--- src/sv/phk_pkg.sv ---
// Package for the perfect-hash key lookup block.
// Holds the table geometry, function and address codes, the item type and state enums.
// Has no dependencies; phk_front, phk_back and the top level import it.
`default_nettype none

package phk_pkg;

  localparam int unsigned LgTableSize = 5;
  localparam int unsigned TableSize   = 1 << LgTableSize;
  localparam int unsigned KeyWords    = 4;
  localparam int unsigned WordW       = 64;
  localparam int unsigned MultW       = 32;
  localparam int unsigned SlotW       = LgTableSize;
  localparam int unsigned FoundW      = LgTableSize + 1;

  localparam logic [MultW-1:0] HashMultReset = 32'd650148382;

  // Function codes of an input item.
  localparam logic [1:0] FuncKeyWr = 2'd0;
  localparam logic [1:0] FuncValWr = 2'd1;
  localparam logic [1:0] FuncQuery = 2'd2;

  // Word index that closes a query.
  localparam logic [1:0] LastWord = 2'd3;

  // Configuration register word addresses (paddr[2]).
  localparam logic AddrHashMult = 1'b0;

  typedef enum logic [1:0] {
    OpKeyWr,
    OpValWr,
    OpQword,
    OpLookup
  } op_e;

  typedef struct packed {
    op_e              op;
    logic [SlotW-1:0] slot;
    logic [1:0]       word;
    logic [WordW-1:0] data;
  } item_t;

  typedef enum logic [1:0] {
    BkIdle,
    BkRead,
    BkCompare
  } back_state_e;

endpackage

`default_nettype wire

--- src/sv/phk_front.sv ---
// Front part of the lookup block: accepts input items, classifies them and queues them.
// Depends on phk_pkg for the function codes and the queued item type.
`default_nettype none

module phk_front (
  input  wire logic                  clk_i,
  input  wire logic                  rst_ni,
  input  wire logic                  in_valid_i,
  output logic                       in_stall_o,
  input  wire logic [1:0]            func_i,
  input  wire logic [4:0]            slot_index_i,
  input  wire logic [1:0]            word_index_i,
  input  wire logic [63:0]           data_word_i,
  output logic                       q_valid_o,
  output phk_pkg::item_t             q_item_o,
  input  wire logic                  q_pop_i
);
  import phk_pkg::*;

  localparam int unsigned Depth = 2;

  item_t       entry_q [Depth];
  logic        wr_ptr_q, wr_ptr_d;
  logic        rd_ptr_q, rd_ptr_d;
  logic [1:0]  count_q, count_d;
  item_t       item;
  logic        accept;
  logic        push;

  assign in_stall_o = (count_q == 2'(Depth));
  assign accept     = in_valid_i && !in_stall_o;

  always_comb begin
    item.slot = slot_index_i[SlotW-1:0];
    item.word = word_index_i;
    item.data = data_word_i;
    item.op   = OpKeyWr;
    push      = accept;
    case (func_i)
      FuncKeyWr: item.op = OpKeyWr;
      FuncValWr: item.op = OpValWr;
      FuncQuery: item.op = (word_index_i == LastWord) ? OpLookup : OpQword;
      default:   push    = 1'b0;  // Unknown function: taken and dropped.
    endcase
  end

  assign q_valid_o = (count_q != 2'd0);
  assign q_item_o  = entry_q[rd_ptr_q];

  always_comb begin
    wr_ptr_d = push ? ~wr_ptr_q : wr_ptr_q;
    rd_ptr_d = q_pop_i ? ~rd_ptr_q : rd_ptr_q;
    count_d  = count_q + 2'(push) - 2'(q_pop_i);
  end

  always_ff @(posedge clk_i or negedge rst_ni) begin
    if (!rst_ni) begin
      wr_ptr_q <= 1'b0;
      rd_ptr_q <= 1'b0;
      count_q  <= 2'd0;
    end else begin
      wr_ptr_q <= wr_ptr_d;
      rd_ptr_q <= rd_ptr_d;
      count_q  <= count_d;
    end
  end

  always_ff @(posedge clk_i) begin
    if (push) begin
      entry_q[wr_ptr_q] <= item;
    end
  end

endmodule

`default_nettype wire

--- config.mk ---
export PLATFORM = sky130hd
export DESIGN_NAME = phk_front
export DESIGN_NICKNAME = d
export VERILOG_FILES = /design/src/sv/phk_pkg.sv /design/src/sv/phk_front.sv
export SDC_FILE = /design/constraint.sdc
export NUM_CORES = 1
export LEC_CHECK = 0
export BUFFER_PORTS_ARGS = -buffer_cell sky130_fd_sc_hd__clkbuf_2
export CORE_MARGIN = 1
export CORE_UTILIZATION = 50
export CTS_BUF_LIST = sky130_fd_sc_hd__clkbuf_4 sky130_fd_sc_hd__clkbuf_8
export CTS_CLUSTER_SIZE = 28
export DETAILED_ROUTE_END_ITERATION = 16
export GPL_ROUTABILITY_DRIVEN = 0
export GPL_TIMING_DRIVEN = 0
export PLACE_DENSITY = 0.87
export SLEW_MARGIN = 10
export SYNTH_ARGS = -nofsm -noshare
export SYNTH_HDL_FRONTEND = slang
export SYNTH_SLANG_ARGS = --single-unit
export TNS_END_PERCENT = 1
--- constraint.sdc ---
create_clock -name clk_i -period 5.8 [get_ports clk_i]
set_input_delay 0 -clock clk_i [delete_from_list [all_inputs] [get_ports clk_i]]
set_output_delay 0 -clock clk_i [all_outputs]
set_load 0.03 [all_outputs]
==> results_tabular.tex <==
\begin{tabular}{lr}
\hline
Metric & Value \\
\hline
\multicolumn{2}{l}{\textbf{Status}} \\
Result of the run & finished, final reports clean \\
\multicolumn{2}{l}{\textbf{Synthesis}} \\
Netlist area before placement & 5540 um2 \\
Number of register bits inferred by synthesis & 150 \\
Synthesis warning total & 0 \\
Synthesized area per cell & approximately 22 um2 \\
Syn nets & approximately 330 \\
Cell variety after synth & 16 \\
Most common flop cell mapped by yosys & sky130\_fd\_sc\_hd\_\_edfxtp\_1 \\
Number of flops mapped to enable cells by yosys & 146 \\
Share of synthesized flip-flops with an asynchronous set or reset & 2.67\% \\
Sequential area share after synthesis & 81.0\% \\
Mapped Cells & 252 \\
\multicolumn{2}{l}{\textbf{Final layout}} \\
Highest-count cells in the layout ignoring fill and taps & 151 x sky130\_fd\_sc\_hd\_\_clkbuf\_2, 146 x sky130\_fd\_sc\_hd\_\_edfxtp\_1, 75 x sky130\_fd\_sc\_hd\_\_dlygate4sd3\_1, 73 x sky130\_fd\_sc\_hd\_\_mux2\_2, 19 x sky130\_fd\_sc\_hd\_\_clkbuf\_8 \\
Share of cells above drive strength 1 & roughly 53\% \\
Reg area & about 4500 um2 \\
Multi-input logic area & 988 um2 \\
Final core area utilization & 71.7\% \\
Fill cells & between 600 and 700 \\
Most common cell after layout, fill and taps aside & sky130\_fd\_sc\_hd\_\_clkbuf\_2 \\
Post-layout nets & $\sim$580 \\
Synth-to-layout area growth & 39.6\% \\
Diode count & 0 \\
Post-route insts no fill & between 600 and 700 \\
\multicolumn{2}{l}{\textbf{Timing}} \\
Final worst setup slack & 3.69 ns \\
Unrepaired setup endpoints after global routing & no \\
Tmin final & roughly 2.1 ns \\
Hold Slack & just over 0.04 ns \\
Final number of hold-violating endpoints & 0 \\
Setup violations, final & 0 \\
Setup\_tns & 0 ns \\
Achievable Freq & 473 MHz \\
Max-slew violation count & 0 \\
Final worst-path cycle share & a little over a third \\
Normalized max-slew margin & 60.7\% \\
Worst setup skew after layout & 0.0114 ns \\
Actual slew at the worst max-slew pin & 0.588 ns \\
\multicolumn{2}{l}{\textbf{Clock network}} \\
Latest clock arrival within the worst-skew pair & 0.43 ns \\
Post-cts resize count & 0 \\
Sinks on the clock net & 150 \\
TritonCTS buffer count & 17 \\
Setup bufs post-CTS & 0 \\
Hold-fix buffers at CTS & 75 \\
CTS tree & done \\
Root Driver & sky130\_fd\_sc\_hd\_\_clkbuf\_8 \\
Clock transition at the registers of the reported paths & roughly 0.080 ns \\
Buffers from clock root to sink, at most & 2 \\
H-tree depth & 4 \\
\multicolumn{2}{l}{\textbf{Global route}} \\
Wire length of the first global-routing pass & approximately 17,000 um \\
Initial antenna violation count & 0 \\
Remaining Overflow, GRT & 0 \\
Pin count of the biggest net entering global routing & 30 \\
Vias in the first global route & 3,464 \\
Global-route usage over all layers & between 10\% and 20\% \\
\multicolumn{2}{l}{\textbf{Die}} \\
Boundary Pins & 152 \\
Die footprint & 11,500 um2 \\
Initial cell density of the core & 51.3\% \\
Die Y-Extent & between 100 and 150 um \\
Std-Cell Core Area & 10,800 um2 \\
Chip Width & 107 um \\
Number of standard-cell rows in the floorplan & 38 \\
\multicolumn{2}{l}{\textbf{Min path}} \\
Worst min-delay path endpoint & wr\_ptr\_q\$\_DFFE\_PN0P\_ \\
Beginning of the worst hold path & in\_valid\_i \\
Class of the tightest hold or removal check & in -> reg \\
Number of cells traversed by the worst hold path & 4 \\
\multicolumn{2}{l}{\textbf{Drt}} \\
Routed via count & 3,157 \\
Average via count per standard cell & a little under 5 \\
Iteration count of the initial detailed-routing pass & 4 \\
Routed length per placed instance & about 16 um \\
DR DRC count & 0 \\
Final ANT Viol Nets & 0 \\
Initial DRC count & 136 \\
Detailed-route wire length & between 10,000 and 15,000 um \\
\multicolumn{2}{l}{\textbf{Worst setup path}} \\
Required time at the worst-slack endpoint & 5.92 ns \\
Critical Path AT & approximately 2.2 ns \\
Critical path cell sequence & nor2b\_4 -> or3b\_1 -> buf\_6 -> nor2\_4 -> buf\_12 \\
Critical path endpoint category & flip-flop \\
Kind of critical path & reg -> reg \\
Register-to-Register Setup Slack & 3.69 ns \\
Worst flop-to-flop path endpoint & entry\_q[1][7]\$\_DFFE\_PP\_ \\
Worst-case reg-to-reg path depth & 5 \\
Crit-path slowest cell & sky130\_fd\_sc\_hd\_\_nor2\_4 \\
Critical R2R Launch & count\_q[1]\$\_DFF\_PN0\_ \\
Crit-path max cell delay & 0.46 ns \\
Cell family with the largest share of critical-path delay & simple AND/OR/NAND/NOR gates \\
Peak fanout along the critical path & 29 \\
Element type at the critical path start & flip-flop \\
Worst Path Buf+Inv & 2 \\
\multicolumn{2}{l}{\textbf{Flow run}} \\
Number of max-capacitance violations reported & 0 \\
\multicolumn{2}{l}{\textbf{Placed design}} \\
Instance count after placement with tap cells included & 547 \\
Input/output buffers & 151 \\
Dpl ws & 3.69 ns \\
DPL Wire Length & 6320 um \\
\multicolumn{2}{l}{\textbf{Power and ir drop}} \\
Worst IR Drop VDD & 317 uV \\
Leakage dissipation & between 3 and 4 nW \\
Power per cell area & 472 nW/um2 \\
\hline
\end{tabular}
[area by class of cell]
type,count,area share (%)
inverters,4,0.194
well taps,140,2.26
clock buffers,23,3.77
flip-flops and latches,150,58.0
clock inverters,9,1.65
multi-input cells,89,12.8
plain buffers,9,0.857
repair buffers,230,20.5
[power by group]
group	internal (mW)	switching, mW
Sequential	1.42	0.0538
Clock	0.466	0.361
Combinational	0.503	0.847
[state kept, by name (all words and copies together) (netlist names)]
register and count:
count_q 2, entry_q 146, rd_ptr_q 1, wr_ptr_q 1
[worst register-to-register path: stages (launching register included)]
cell and delay, ns:
sky130_fd_sc_hd__dfrtp_1 0.41, sky130_fd_sc_hd__nor2b_4 0.14, sky130_fd_sc_hd__or3b_1 0.36, sky130_fd_sc_hd__buf_6 0.15, sky130_fd_sc_hd__nor2_4 0.46, sky130_fd_sc_hd__buf_12 0.29
[cells in the mapped netlist, drive strengths merged (3+ instances only)]
library cell  instances  area (um2)
ha                    5        62.6
edfxtp              146        4380
nor2                  3        11.3
xnor2                 3        33.8
dfrtp                 4         100
buf                   9        66.3
mux2                 73         822
inv                   4        15.0
[how the worst max path moves through the flow]
stage,from,endpoint,slack (ns),depth (start not counted)
after global routing,count_q[1]$_DFF_PN0_,entry_q[1][48]$_DFFE_PP_,3.56,5
after global placement,count_q[1]$_DFF_PN0_,entry_q[0][40]$_DFFE_PP_,-0.32,4
after CTS,count_q[1]$_DFF_PN0_,entry_q[1][39]$_DFFE_PP_,3.67,5
final,count_q[1]$_DFF_PN0_,entry_q[1][7]$_DFFE_PP_,3.69,5
after detailed placement,count_q[1]$_DFF_PN0_,entry_q[1][36]$_DFFE_PP_,3.69,5
after floorplan,count_q[1]$_DFF_PN0_,entry_q[0][0]$_DFFE_PP_,1.17,4
[layer usage]
layer	track usage (%)	wire, um
met4	7.63	146
met2	36.0	5980
met3	6.42	621
met5	0	0
met1	21.0	3960
[kinds of logic after synthesis]
logic type,after synthesis,share of synthesized area [%]
AND/OR/NAND/NOR,6,0.723
AO/OA/AOI/OAI,1,0.113
flip-flops,150,81.0
multiplexers,73,14.8
buffers and inverters,13,1.47
adder cells (fa/ha/maj),5,1.13
XOR/XNOR,4,0.768
[through the flow]
step | area (um2) | power [mW]
after global routing | 7730 | 3.80
after global placement | 6470 | 2.77
final | 7730 | 3.65
after detailed placement | 6570 | 2.80
after CTS | 7730 | 3.67
after floorplan | 5540 | 2.45
(Power assumes the default switching activity.)
